--- src/dcpr_pkg.sv ---
// ----------------------------------------------------------------------------
// dcpr_pkg
// Shared types and constants of the dual converter regulator.
// ----------------------------------------------------------------------------
package dcpr_pkg;
    localparam int unsigned BOOST_LIMIT_MV = 20000;
    localparam int unsigned BUCK_FLOOR_MV  = 1500;
    localparam logic [20:0] VREF_PRODUCT   = 21'd1125300;
    localparam logic [20:0] SUPPLY_RESET   = 21'd5000;
    localparam logic [19:0] LEVEL_MAX      = 20'hFFFFF;
    localparam logic [9:0]  ADC_FULL       = 10'd1023;

    localparam logic [2:0] REG_BOOST_TARGET = 3'd0;
    localparam logic [2:0] REG_BOOST_MAX    = 3'd1;
    localparam logic [2:0] REG_BOOST_TOP    = 3'd2;
    localparam logic [2:0] REG_BOOST_BOT    = 3'd3;
    localparam logic [2:0] REG_BUCK_TARGET  = 3'd4;
    localparam logic [2:0] REG_BUCK_TOP     = 3'd5;
    localparam logic [2:0] REG_BUCK_BOT     = 3'd6;
    localparam logic [2:0] REG_INTERVAL     = 3'd7;

    typedef struct packed {
        logic [9:0] boost_sample;
        logic [9:0] buck_sample;
        logic [9:0] reference_sample;
        logic       power_on;
    } in_item_t;

    typedef struct packed {
        logic [7:0]  boost_duty;
        logic [7:0]  buck_duty;
        logic [19:0] boost_measured_mv;
        logic [19:0] buck_measured_mv;
        logic [20:0] supply_mv;
        logic        boost_shutdown;
        logic        buck_shutdown;
    } out_item_t;

    typedef struct packed {
        logic [15:0] boost_target_mv;
        logic [7:0]  boost_duty_max;
        logic [19:0] boost_r_top;
        logic [19:0] boost_r_bottom;
        logic [15:0] buck_target_mv;
        logic [19:0] buck_r_top;
        logic [19:0] buck_r_bottom;
        logic [15:0] supply_refresh_interval;
    } cfg_t;
endpackage

--- src/dcpr_serial_mul.sv ---
// ----------------------------------------------------------------------------
// dcpr_serial_mul
// Shift-add multiplier, one multiplier bit per cycle (32 x 32 -> 64).
// ----------------------------------------------------------------------------
module dcpr_serial_mul (
    input  logic        clk,
    input  logic        rst_n,
    input  logic        start,
    input  logic [31:0] a,
    input  logic [31:0] b,
    output logic        done,
    output logic [63:0] product
);
    logic [63:0] acc_reg;
    logic [63:0] mcand_reg;
    logic [31:0] mplier_reg;
    logic [5:0]  cnt_reg;
    logic        busy_reg;
    logic        done_reg;

    always_ff @(posedge clk or negedge rst_n)
    begin
        if (!rst_n)
        begin
            busy_reg <= 1'b0;
            done_reg <= 1'b0;
            cnt_reg  <= '0;
        end
        else
        begin
            done_reg <= 1'b0;
            if (start)
            begin
                busy_reg <= 1'b1;
                cnt_reg  <= '0;
            end
            else if (busy_reg)
            begin
                cnt_reg <= cnt_reg + 6'd1;
                if (cnt_reg == 6'd31)
                begin
                    busy_reg <= 1'b0;
                    done_reg <= 1'b1;
                end
            end
        end
    end

    always_ff @(posedge clk)
    begin
        if (start)
        begin
            acc_reg    <= '0;
            mcand_reg  <= {32'd0, a};
            mplier_reg <= b;
        end
        else if (busy_reg)
        begin
            if (mplier_reg[0])
            begin
                acc_reg <= acc_reg + mcand_reg;
            end
            mcand_reg  <= {mcand_reg[62:0], 1'b0};
            mplier_reg <= {1'b0, mplier_reg[31:1]};
        end
    end

    assign done    = done_reg;
    assign product = acc_reg;
endmodule

--- src/dcpr_serial_div.sv ---
// ----------------------------------------------------------------------------
// dcpr_serial_div
// Restoring divider, one quotient bit per cycle (64 / 32).
// ----------------------------------------------------------------------------
module dcpr_serial_div (
    input  logic        clk,
    input  logic        rst_n,
    input  logic        start,
    input  logic [63:0] num,
    input  logic [31:0] den,
    output logic        done,
    output logic [63:0] quot
);
    logic [63:0] q_reg;
    logic [32:0] rem_reg;
    logic [31:0] den_reg;
    logic [6:0]  cnt_reg;
    logic        busy_reg;
    logic        done_reg;
    logic [32:0] trial;

    assign trial = {rem_reg[31:0], q_reg[63]};

    always_ff @(posedge clk or negedge rst_n)
    begin
        if (!rst_n)
        begin
            busy_reg <= 1'b0;
            done_reg <= 1'b0;
            cnt_reg  <= '0;
        end
        else
        begin
            done_reg <= 1'b0;
            if (start)
            begin
                busy_reg <= 1'b1;
                cnt_reg  <= '0;
            end
            else if (busy_reg)
            begin
                cnt_reg <= cnt_reg + 7'd1;
                if (cnt_reg == 7'd63)
                begin
                    busy_reg <= 1'b0;
                    done_reg <= 1'b1;
                end
            end
        end
    end

    always_ff @(posedge clk)
    begin
        if (start)
        begin
            q_reg   <= num;
            rem_reg <= '0;
            den_reg <= den;
        end
        else if (busy_reg)
        begin
            if (trial >= {1'b0, den_reg})
            begin
                rem_reg <= trial - {1'b0, den_reg};
                q_reg   <= {q_reg[62:0], 1'b1};
            end
            else
            begin
                rem_reg <= trial;
                q_reg   <= {q_reg[62:0], 1'b0};
            end
        end
    end

    assign done = done_reg;
    assign quot = q_reg;
endmodule

--- src/dual_converter_pwm_regulator.sv ---
// ----------------------------------------------------------------------------
// dual_converter_pwm_regulator
// Bang-bang incremental PWM regulator for one boost and one buck converter.
// ----------------------------------------------------------------------------
// Usage:
//   in (in_valid/in_stall/in_data): one item per control tick, carrying the
//   boost, buck and reference samples and the power-line state.
//   out (out_valid/out_stall/out_data): one result item per input item with
//   both duties, both measured levels, the supply estimate and shutdown flags.
//   APB port: eight registers at 4*i, written with psel/penable/pwrite.
// Throughput: one item at a time; the pace is set by one bit-serial divider,
//   used in turn for the supply refresh and both conversions, and one
//   bit-serial multiplier shared by both conversions; a converter that is
//   shut down skips its multiply and divide steps.
// Reset: registers take their default values, supply estimate 5000 mV,
//   boost duty 0, buck duty 255, levels 0.
// Stall: a result waits in the output register; in_stall stays high until
//   it is taken, so no item is lost.
module dual_converter_pwm_regulator (
    input  logic                clk,
    input  logic                rst_n,
    input  logic                in_valid,
    output logic                in_stall,
    input  dcpr_pkg::in_item_t  in_data,
    output logic                out_valid,
    input  logic                out_stall,
    output dcpr_pkg::out_item_t out_data,
    input  logic                psel,
    input  logic                penable,
    input  logic                pwrite,
    input  logic [4:0]          paddr,
    input  logic [31:0]         pwdata,
    output logic [31:0]         prdata,
    output logic                pready
);
    typedef enum logic [3:0] {
        S_IDLE, S_REF_DIV, S_BST_MUL, S_BST_DIV, S_BST_MUL2, S_BST_DIV2,
        S_BCK_MUL, S_BCK_DIV, S_BCK_MUL2, S_BCK_DIV2, S_FINISH, S_OUT
    } state_t;

    state_t              state_reg;
    dcpr_pkg::cfg_t      cfg_reg;
    dcpr_pkg::in_item_t  item_reg;
    dcpr_pkg::out_item_t out_reg;
    logic [15:0] tick_reg;
    logic [20:0] supply_reg;
    logic [7:0]  boost_duty_reg;
    logic [7:0]  buck_duty_reg;
    logic [19:0] boost_level_reg;
    logic [19:0] buck_level_reg;
    logic [63:0] val_reg;
    logic        wait_reg;

    logic        mul_start, div_start, mul_done, div_done;
    logic [31:0] mul_a, mul_b, div_den;
    logic [63:0] mul_p, div_num, div_q;
    logic [15:0] tick_inc;
    logic        boost_off, buck_off;
    logic [20:0] boost_sum, buck_sum;
    logic [19:0] sat_q;
    logic        cfg_wr;
    logic [2:0]  cfg_idx;

    dcpr_serial_mul u_mul (
        .clk(clk), .rst_n(rst_n), .start(mul_start), .a(mul_a), .b(mul_b),
        .done(mul_done), .product(mul_p)
    );

    dcpr_serial_div u_div (
        .clk(clk), .rst_n(rst_n), .start(div_start), .num(div_num), .den(div_den),
        .done(div_done), .quot(div_q)
    );

    assign tick_inc  = tick_reg + 16'd1;
    assign boost_off = (cfg_reg.boost_target_mv > 16'(dcpr_pkg::BOOST_LIMIT_MV))
                       || !item_reg.power_on;
    assign buck_off  = (cfg_reg.buck_target_mv < 16'(dcpr_pkg::BUCK_FLOOR_MV))
                       || !item_reg.power_on;
    assign boost_sum = {1'b0, cfg_reg.boost_r_top} + {1'b0, cfg_reg.boost_r_bottom};
    assign buck_sum  = {1'b0, cfg_reg.buck_r_top} + {1'b0, cfg_reg.buck_r_bottom};
    assign sat_q     = (div_q > {44'd0, dcpr_pkg::LEVEL_MAX}) ? dcpr_pkg::LEVEL_MAX
                       : div_q[19:0];

    always_comb
    begin
        mul_start = 1'b0;
        div_start = 1'b0;
        mul_a     = '0;
        mul_b     = '0;
        div_num   = val_reg;
        div_den   = {22'd0, dcpr_pkg::ADC_FULL};
        if (!wait_reg)
        begin
            case (state_reg)
                S_REF_DIV:
                begin
                    div_start = 1'b1;
                    div_num   = {43'd0, dcpr_pkg::VREF_PRODUCT};
                    div_den   = {22'd0, item_reg.reference_sample};
                end
                S_BST_MUL:
                begin
                    mul_start = !boost_off;
                    mul_a     = {22'd0, item_reg.boost_sample};
                    mul_b     = {11'd0, supply_reg};
                end
                S_BCK_MUL:
                begin
                    mul_start = !buck_off;
                    mul_a     = {22'd0, item_reg.buck_sample};
                    mul_b     = {11'd0, supply_reg};
                end
                S_BST_DIV, S_BCK_DIV:
                begin
                    div_start = 1'b1;
                end
                S_BST_MUL2:
                begin
                    mul_start = 1'b1;
                    mul_a     = val_reg[31:0];
                    mul_b     = {11'd0, boost_sum};
                end
                S_BCK_MUL2:
                begin
                    mul_start = 1'b1;
                    mul_a     = val_reg[31:0];
                    mul_b     = {11'd0, buck_sum};
                end
                S_BST_DIV2:
                begin
                    div_start = 1'b1;
                    div_den   = {12'd0, cfg_reg.boost_r_bottom};
                end
                S_BCK_DIV2:
                begin
                    div_start = 1'b1;
                    div_den   = {12'd0, cfg_reg.buck_r_bottom};
                end
                default:
                begin
                end
            endcase
        end
    end

    assign cfg_wr  = psel && penable && pwrite;
    assign cfg_idx = paddr[4:2];

    always_ff @(posedge clk or negedge rst_n)
    begin
        if (!rst_n)
        begin
            state_reg       <= S_IDLE;
            wait_reg        <= 1'b0;
            tick_reg        <= '0;
            supply_reg      <= dcpr_pkg::SUPPLY_RESET;
            boost_duty_reg  <= '0;
            buck_duty_reg   <= 8'hFF;
            boost_level_reg <= '0;
            buck_level_reg  <= '0;
            cfg_reg.boost_target_mv         <= 16'd10000;
            cfg_reg.boost_duty_max          <= 8'd200;
            cfg_reg.boost_r_top             <= 20'd10000;
            cfg_reg.boost_r_bottom          <= 20'd3300;
            cfg_reg.buck_target_mv          <= 16'd2500;
            cfg_reg.buck_r_top              <= '0;
            cfg_reg.buck_r_bottom           <= '0;
            cfg_reg.supply_refresh_interval <= 16'd10000;
        end
        else
        begin
            if (cfg_wr)
            begin
                case (cfg_idx)
                    dcpr_pkg::REG_BOOST_TARGET: cfg_reg.boost_target_mv <= pwdata[15:0];
                    dcpr_pkg::REG_BOOST_MAX:    cfg_reg.boost_duty_max <= pwdata[7:0];
                    dcpr_pkg::REG_BOOST_TOP:    cfg_reg.boost_r_top <= pwdata[19:0];
                    dcpr_pkg::REG_BOOST_BOT:    cfg_reg.boost_r_bottom <= pwdata[19:0];
                    dcpr_pkg::REG_BUCK_TARGET:  cfg_reg.buck_target_mv <= pwdata[15:0];
                    dcpr_pkg::REG_BUCK_TOP:     cfg_reg.buck_r_top <= pwdata[19:0];
                    dcpr_pkg::REG_BUCK_BOT:     cfg_reg.buck_r_bottom <= pwdata[19:0];
                    dcpr_pkg::REG_INTERVAL:
                        cfg_reg.supply_refresh_interval <= pwdata[15:0];
                    default:
                    begin
                    end
                endcase
            end
            if (mul_start || div_start)
            begin
                wait_reg <= 1'b1;
            end
            case (state_reg)
                S_IDLE:
                begin
                    if (in_valid)
                    begin
                        if (tick_inc >= cfg_reg.supply_refresh_interval)
                        begin
                            tick_reg  <= '0;
                            state_reg <= (in_data.reference_sample != 10'd0)
                                         ? S_REF_DIV : S_BST_MUL;
                        end
                        else
                        begin
                            tick_reg  <= tick_inc;
                            state_reg <= S_BST_MUL;
                        end
                    end
                end
                S_REF_DIV:
                begin
                    if (div_done)
                    begin
                        supply_reg <= div_q[20:0];
                        wait_reg   <= 1'b0;
                        state_reg  <= S_BST_MUL;
                    end
                end
                S_BST_MUL, S_BST_MUL2, S_BCK_MUL, S_BCK_MUL2:
                begin
                    if (state_reg == S_BST_MUL && !wait_reg && boost_off)
                    begin
                        boost_duty_reg <= '0;
                        state_reg      <= S_BCK_MUL;
                    end
                    else if (mul_done)
                    begin
                        val_reg   <= mul_p;
                        wait_reg  <= 1'b0;
                        state_reg <= state_t'(state_reg + 4'd1);
                    end
                end
                S_BST_DIV, S_BST_DIV2:
                begin
                    if (div_done)
                    begin
                        wait_reg <= 1'b0;
                        if (state_reg == S_BST_DIV && cfg_reg.boost_r_top != 20'd0
                            && cfg_reg.boost_r_bottom != 20'd0)
                        begin
                            val_reg   <= div_q;
                            state_reg <= S_BST_MUL2;
                        end
                        else
                        begin
                            boost_level_reg <= sat_q;
                            if ({4'd0, cfg_reg.boost_target_mv} > sat_q)
                            begin
                                boost_duty_reg <= (boost_duty_reg >= cfg_reg.boost_duty_max)
                                    ? cfg_reg.boost_duty_max : boost_duty_reg + 8'd1;
                            end
                            else if ({4'd0, cfg_reg.boost_target_mv} < sat_q)
                            begin
                                boost_duty_reg <= (boost_duty_reg == 8'd0) ? 8'd0
                                    : ((boost_duty_reg - 8'd1 > cfg_reg.boost_duty_max)
                                       ? cfg_reg.boost_duty_max : boost_duty_reg - 8'd1);
                            end
                            state_reg <= S_BCK_MUL;
                        end
                    end
                end
                S_BCK_DIV, S_BCK_DIV2:
                begin
                    if (div_done)
                    begin
                        wait_reg <= 1'b0;
                        if (state_reg == S_BCK_DIV && cfg_reg.buck_r_top != 20'd0
                            && cfg_reg.buck_r_bottom != 20'd0)
                        begin
                            val_reg   <= div_q;
                            state_reg <= S_BCK_MUL2;
                        end
                        else
                        begin
                            buck_level_reg <= sat_q;
                            if ({4'd0, cfg_reg.buck_target_mv} > sat_q)
                            begin
                                if (buck_duty_reg != 8'd0)
                                begin
                                    buck_duty_reg <= buck_duty_reg - 8'd1;
                                end
                            end
                            else if ({4'd0, cfg_reg.buck_target_mv} < sat_q)
                            begin
                                if (buck_duty_reg != 8'hFF)
                                begin
                                    buck_duty_reg <= buck_duty_reg + 8'd1;
                                end
                            end
                            state_reg <= S_FINISH;
                        end
                    end
                end
                S_FINISH:
                begin
                    state_reg <= S_OUT;
                end
                S_OUT:
                begin
                    if (!out_stall)
                    begin
                        state_reg <= S_IDLE;
                    end
                end
                default:
                begin
                    state_reg <= S_IDLE;
                end
            endcase
            // buck shut off before its conversion starts
            if (state_reg == S_BCK_MUL && !wait_reg && buck_off)
            begin
                buck_duty_reg <= 8'hFF;
                state_reg     <= S_FINISH;
                wait_reg      <= 1'b0;
            end
        end
    end

    always_ff @(posedge clk)
    begin
        if (state_reg == S_IDLE && in_valid)
        begin
            item_reg <= in_data;
        end
        if (state_reg == S_FINISH)
        begin
            out_reg.boost_duty        <= boost_duty_reg;
            out_reg.buck_duty         <= buck_duty_reg;
            out_reg.boost_measured_mv <= boost_level_reg;
            out_reg.buck_measured_mv  <= buck_level_reg;
            out_reg.supply_mv         <= supply_reg;
            out_reg.boost_shutdown    <= boost_off;
            out_reg.buck_shutdown     <= buck_off;
        end
    end

    assign in_stall  = (state_reg != S_IDLE);
    assign out_valid = (state_reg == S_OUT);
    assign out_data  = out_reg;
    assign pready    = 1'b1;

    always_comb
    begin
        case (cfg_idx)
            dcpr_pkg::REG_BOOST_TARGET: prdata = {16'd0, cfg_reg.boost_target_mv};
            dcpr_pkg::REG_BOOST_MAX:    prdata = {24'd0, cfg_reg.boost_duty_max};
            dcpr_pkg::REG_BOOST_TOP:    prdata = {12'd0, cfg_reg.boost_r_top};
            dcpr_pkg::REG_BOOST_BOT:    prdata = {12'd0, cfg_reg.boost_r_bottom};
            dcpr_pkg::REG_BUCK_TARGET:  prdata = {16'd0, cfg_reg.buck_target_mv};
            dcpr_pkg::REG_BUCK_TOP:     prdata = {12'd0, cfg_reg.buck_r_top};
            dcpr_pkg::REG_BUCK_BOT:     prdata = {12'd0, cfg_reg.buck_r_bottom};
            default:                    prdata = {16'd0, cfg_reg.supply_refresh_interval};
        endcase
    end
endmodule

--- config.mk ---
export PLATFORM = sky130hd
export DESIGN_NAME = dual_converter_pwm_regulator
export DESIGN_NICKNAME = d
export VERILOG_FILES = /design/src/dcpr_pkg.sv /design/src/dcpr_serial_mul.sv /design/src/dcpr_serial_div.sv /design/src/dual_converter_pwm_regulator.sv
export SDC_FILE = /design/constraint.sdc
export NUM_CORES = 1
export LEC_CHECK = 0
export BUFFER_PORTS_ARGS = -buffer_cell sky130_fd_sc_hd__buf_2
export CAP_MARGIN = 20
export CORE_MARGIN = 3
export CORE_UTILIZATION = 45
export CTS_CLUSTER_DIAMETER = 200
export CTS_CLUSTER_SIZE = 24
export DETAILED_ROUTE_END_ITERATION = 6
export GPL_TIMING_DRIVEN = 0
export PLACE_DENSITY_LB_ADDON = 0.25
export SYNTH_ARGS = -nofsm -noshare
export SYNTH_HDL_FRONTEND = slang
export SYNTH_SLANG_ARGS = --single-unit
--- constraint.sdc ---
create_clock -name clk -period 14.2 [get_ports clk]
set_input_delay 4.26 -clock clk [delete_from_list [all_inputs] [get_ports clk]]
set_output_delay 4.26 -clock clk [all_outputs]
set_load 0.005 [all_outputs]
==> out/results.txt <==
The hold violation count in the final report is 0, and the count of unique library cells instantiated by Yosys is 95. After detailed routing, the total wire length is 122 mm. The worst hold path was traced through 0 stages.

Entering global routing, the biggest net connects 112 pins. Setup violations remaining at the end of the flow were counted as 0. VDD sags by at most 0.107 mV.

The checks that failed: design-rule violations. Averaged over all synthesized cells, the footprint is 9.64 sq um. Clock-pin slew was measured on the worst setup and hold paths at 0.10 ns. Row generation in the floorplan step produced 106 rows.

For the finished layout, the period the worst path requires is 11.00 ns. The part of the Yosys area used for sequential elements is 0.478. On the critical path, the stage with the largest delay is an instance of sky130_fd_sc_hd__clkbuf_1.

The largest fanout on the critical path came out at 10. In this run the cell area of the synthesized design comes to 0.0382 sq mm. Counting the buffers created by CTS gives 34. The number of synthesized flops with an enable pin is 311.

Pin placement for this block handled 189 I/O pins. The number of warnings reported in the yosys synthesis log was 0; the power per unit of standard cell area was 221 mW/mm^2. Setup repair after global routing left no endpoint under its margin.

The ratio of routed vias to standard cells came out at 5.87. The fraction of final layout cells sized beyond drive strength 1 is 0.112, and the standard cell core area is 0.0838 sq mm. The flip-flop count of the largest register, all copies and words added was 136; the die outline width was 297 um.

The first routing iteration left 3304 violations. The path type of the worst min-delay path was flop to flop. For the clock latency reported for the late side of the worst-skew pair, the log shows 0.61 ns.

The achievable clock frequency is 0.0909 GHz, and the max-cap violation count is 0. The buffer cell driving the clock tree root is sky130_fd_sc_hd__clkbuf_16. Top flip-flop cell by instance count after synthesis: sky130_fd_sc_hd__edfxtp_1. The worst setup path is launched from a primary input. The average wire length per cell after detail routing is 22.8 um, and the total grt overflow is 0.

In this run the most critical hold path is launched from boost_level_reg[16]$_DFFE_PN0P_. The tools report the critical path endpoint category as a primary output. The count of TritonRoute iterations in the first routing pass is 7.

In this run the worst setup path begins at paddr[4]. The run gives 9.94 ns as the data required time of the critical path. The tree built by TritonCTS fans out to 690 sinks.

TritonCTS built the clock tree. The utilization of the core after routing was 0.497; the port buffer count was 160. The final critical-path share of the clock period was 0.774; the number of nets at the end of the flow was 4455. The worst register-to-register path has a depth of 23. Buffers added to address setup during post-CTS repair amount to 0. Detailed placement ended at an HPWL of 94.0 mm.

The arrival time at the worst endpoint was 6.74 ns; the count of filler cells inserted in the layout was 8053. After detailed routing, the number of remaining DRC violations is 16. The share of synthesized registers carrying an async set or reset is 0.364. The run finished, with violations left.

The number of antenna violations at the first check in global routing came out at 5. The number of vias after detailed routing is 31311. The first global-routing pass estimated 184 mm of wire. The most common library cell in the layout ignoring fill and taps was sky130_fd_sc_hd__nand2_1. The source of the worst register-to-register timing path is u_div.quot[59]$_DFFE_PP_. The die outline area was 0.0884 sq mm. Clock skew on the completed layout was measured at 0.0489 ns.

The class of the most critical setup path is primary input to primary output. The cell family with the largest share of critical-path delay was buffers and inverters. The via count of the first global-routing pass is 29250, and the all-layer global routing usage is 0.268. Once the clock tree was built, the resizer swapped 0 gates to a different size. The number of buffers and inverters on the critical path is 4. The H-tree depth was 2.

By instance count, the cell type seen most on the critical path is sky130_fd_sc_hd__clkbuf_1. The signal on the critical path passes through clkbuf_1 > clkbuf_1 > clkbuf_1 > o21ai_0 > a31oi_1 > a21oi_1 > o21ai_0 > buf_2. Actual slew at the worst max-slew pin: 0.996 ns. The synthesis-stage register bit count was 690. The max-slew headroom at the worst pin was 0.336.

The total negative setup slack was 0 ns; the post-synthesis instance total was 3960. The floorplan step set the die height to 297 um. The path length in cells of the critical path is 8. From synthesis to final layout, the design area changed by 9.15%. In this run the static leakage power is 18.0 nW. In this design, the stage delay of the slowest critical-path cell is 0.48 ns.

The tools report the count of nets left with antenna violations after detail routing as 0. The top cell types in the final layout, fill and taps aside, are sky130_fd_sc_hd__nand2_1 (665), sky130_fd_sc_hd__nor2_1 (326), sky130_fd_sc_hd__edfxtp_1 (311). For this design, the CTS-stage hold fixing added 0 buffers.

The effective utilization at floorplan came out at 0.456. The placer congestion estimate was 0.988. The final max-slew violation count was 0; the maximum number of buffers from clock root to sink was 3.
[area by class of cell]
class,instances,area (sq um),area share
inverter,95,357,0.00856
sequential,690,18200,0.438
timing repair buffer,169,982,0.0236
clock buffer,61,1020,0.0244
buffer,214,882,0.0212
clock inverter,1,8.76,0.000210
antenna,1,2.50,0.0000600
multi-input combinational,2972,18800,0.450
tap,1134,1420,0.0340
[worst paths after layout]
path | endpoint | slack (ns)
max | prdata[12] | 3.20
min | out_data[59]$_DFFE_PN_ | 0.45
max reg2reg | buck_duty_reg[7]$_DFFE_PN1P_ | 7.46
min reg2reg | out_data[59]$_DFFE_PN_ | 0.45
max in group asynchronous | boost_level_reg[1]$_DFFE_PN0P_ | 9.17
min in group asynchronous | u_mul.cnt_reg[0]$_DFFE_PN0P_ | 3.57
[through the flow]
step | setup WS (ns) | cell area [sq um] | power, mW | hold WS (ns) | std cells
3_3_place_gp | 2.11 | 40400 | 7.91 | 0.430 | 5265
2_1_floorplan | 4.35 | 38200 | 6.55 | 0.426 | 3971
4_1_cts | 3.28 | 41700 | 9.14 | 0.442 | 5334
3_5_place_dp | 3.28 | 40600 | 7.98 | 0.433 | 5272
5_1_grt | 3.13 | 41700 | 9.85 | 0.459 | 5336
6_report | 3.20 | 41700 | 9.19 | 0.449 | 5337
[power by group]
group / leakage [nW] / switching, mW / internal, mW
sequential: 7.26 / 0.671 / 2.92
clock: 0.488 / 0.660 / 0.494
combinational: 10.3 / 2.76 / 1.69
total: 18.0 / 4.09 / 5.10
[worst reg2reg max path, stage by stage (launching register included)]
cell                       delay [ns]
sky130_fd_sc_hd__edfxtp_1        0.45
sky130_fd_sc_hd__nor4_1          0.73
sky130_fd_sc_hd__nand4_1         0.19
sky130_fd_sc_hd__nor3_1          0.46
sky130_fd_sc_hd__nand2_1         0.24
sky130_fd_sc_hd__clkbuf_1        0.27
sky130_fd_sc_hd__clkbuf_1        0.31
sky130_fd_sc_hd__nor2_1          0.50
sky130_fd_sc_hd__ha_1            0.23
sky130_fd_sc_hd__and4_1          0.30
sky130_fd_sc_hd__nand3_1         0.09
sky130_fd_sc_hd__or3_1           0.35
sky130_fd_sc_hd__o22ai_1         0.41
sky130_fd_sc_hd__inv_1           0.23
sky130_fd_sc_hd__ha_1            0.32
sky130_fd_sc_hd__a21o_1          0.17
sky130_fd_sc_hd__a21oi_1         0.24
sky130_fd_sc_hd__o21bai_1        0.10
sky130_fd_sc_hd__a21oi_1         0.23
sky130_fd_sc_hd__o21bai_1        0.09
sky130_fd_sc_hd__a21oi_1         0.20
sky130_fd_sc_hd__nand3b_1        0.12
sky130_fd_sc_hd__nand3_1         0.10
sky130_fd_sc_hd__or3b_1          0.34
[synth_stat cells (16+ instances only)]
| cell | instances | area, sq um |
|---|---|---|
| sky130_fd_sc_hd__a21o_1 | 86 | 646 |
| sky130_fd_sc_hd__and2_1 | 17 | 106 |
| sky130_fd_sc_hd__mux2_2 | 154 | 1730 |
| sky130_fd_sc_hd__nor2_1 | 326 | 1220 |
| sky130_fd_sc_hd__ha_1 | 199 | 2490 |
| sky130_fd_sc_hd__dfrtp_1 | 209 | 5230 |
| sky130_fd_sc_hd__o21bai_1 | 19 | 143 |
| sky130_fd_sc_hd__nand2_1 | 665 | 2500 |
| sky130_fd_sc_hd__nor2b_1 | 32 | 200 |
| sky130_fd_sc_hd__inv_1 | 94 | 353 |
| sky130_fd_sc_hd__xor2_1 | 52 | 455 |
| sky130_fd_sc_hd__a211oi_1 | 52 | 390 |
| sky130_fd_sc_hd__buf_1 | 19 | 71.3 |
| sky130_fd_sc_hd__clkbuf_1 | 176 | 661 |
| sky130_fd_sc_hd__o21ai_0 | 225 | 1130 |
| sky130_fd_sc_hd__edfxtp_1 | 311 | 9340 |
| sky130_fd_sc_hd__buf_4 | 16 | 120 |
| sky130_fd_sc_hd__nand3_1 | 135 | 676 |
| sky130_fd_sc_hd__or3_1 | 19 | 119 |
| sky130_fd_sc_hd__xnor2_1 | 88 | 771 |
| sky130_fd_sc_hd__nand2b_1 | 35 | 219 |
| sky130_fd_sc_hd__mux2i_1 | 75 | 751 |
| sky130_fd_sc_hd__a22oi_1 | 25 | 188 |
| sky130_fd_sc_hd__a21oi_1 | 301 | 1510 |
| sky130_fd_sc_hd__nand4_1 | 37 | 231 |
| sky130_fd_sc_hd__a221oi_1 | 19 | 166 |
| sky130_fd_sc_hd__nor4_1 | 51 | 319 |
| sky130_fd_sc_hd__o21a_1 | 25 | 188 |
| sky130_fd_sc_hd__dfxtp_1 | 128 | 2560 |
| sky130_fd_sc_hd__and3_1 | 22 | 138 |
| sky130_fd_sc_hd__nor3_1 | 54 | 270 |
| sky130_fd_sc_hd__dfstp_2 | 42 | 1100 |
| sky130_fd_sc_hd__o22ai_1 | 22 | 138 |
| sky130_fd_sc_hd__a31oi_1 | 19 | 119 |
[kinds of logic after synthesis]
family          Yosys count  share of synthesized area
mux                     234                     0.0677
buf+inv                 309                     0.0324
fa+ha+maj               204                     0.0678
compound gates          935                      0.154
simple gates           1446                      0.168
flops                   690                      0.478
xor+xnor                140                     0.0321
other cells               2                   0.000197
[per-layer routing]
metal  vias up  share of wire  wire (um)  GRT usage
met5         -        0.00025         31          0
met4         4          0.034       4090     0.0814
met3       169          0.075       9090     0.0406
met2      1180           0.44      53700      0.415
met1     15310           0.45      55000      0.388
li1      14648              -          -          -
Power figures use the tool's default switching activity.
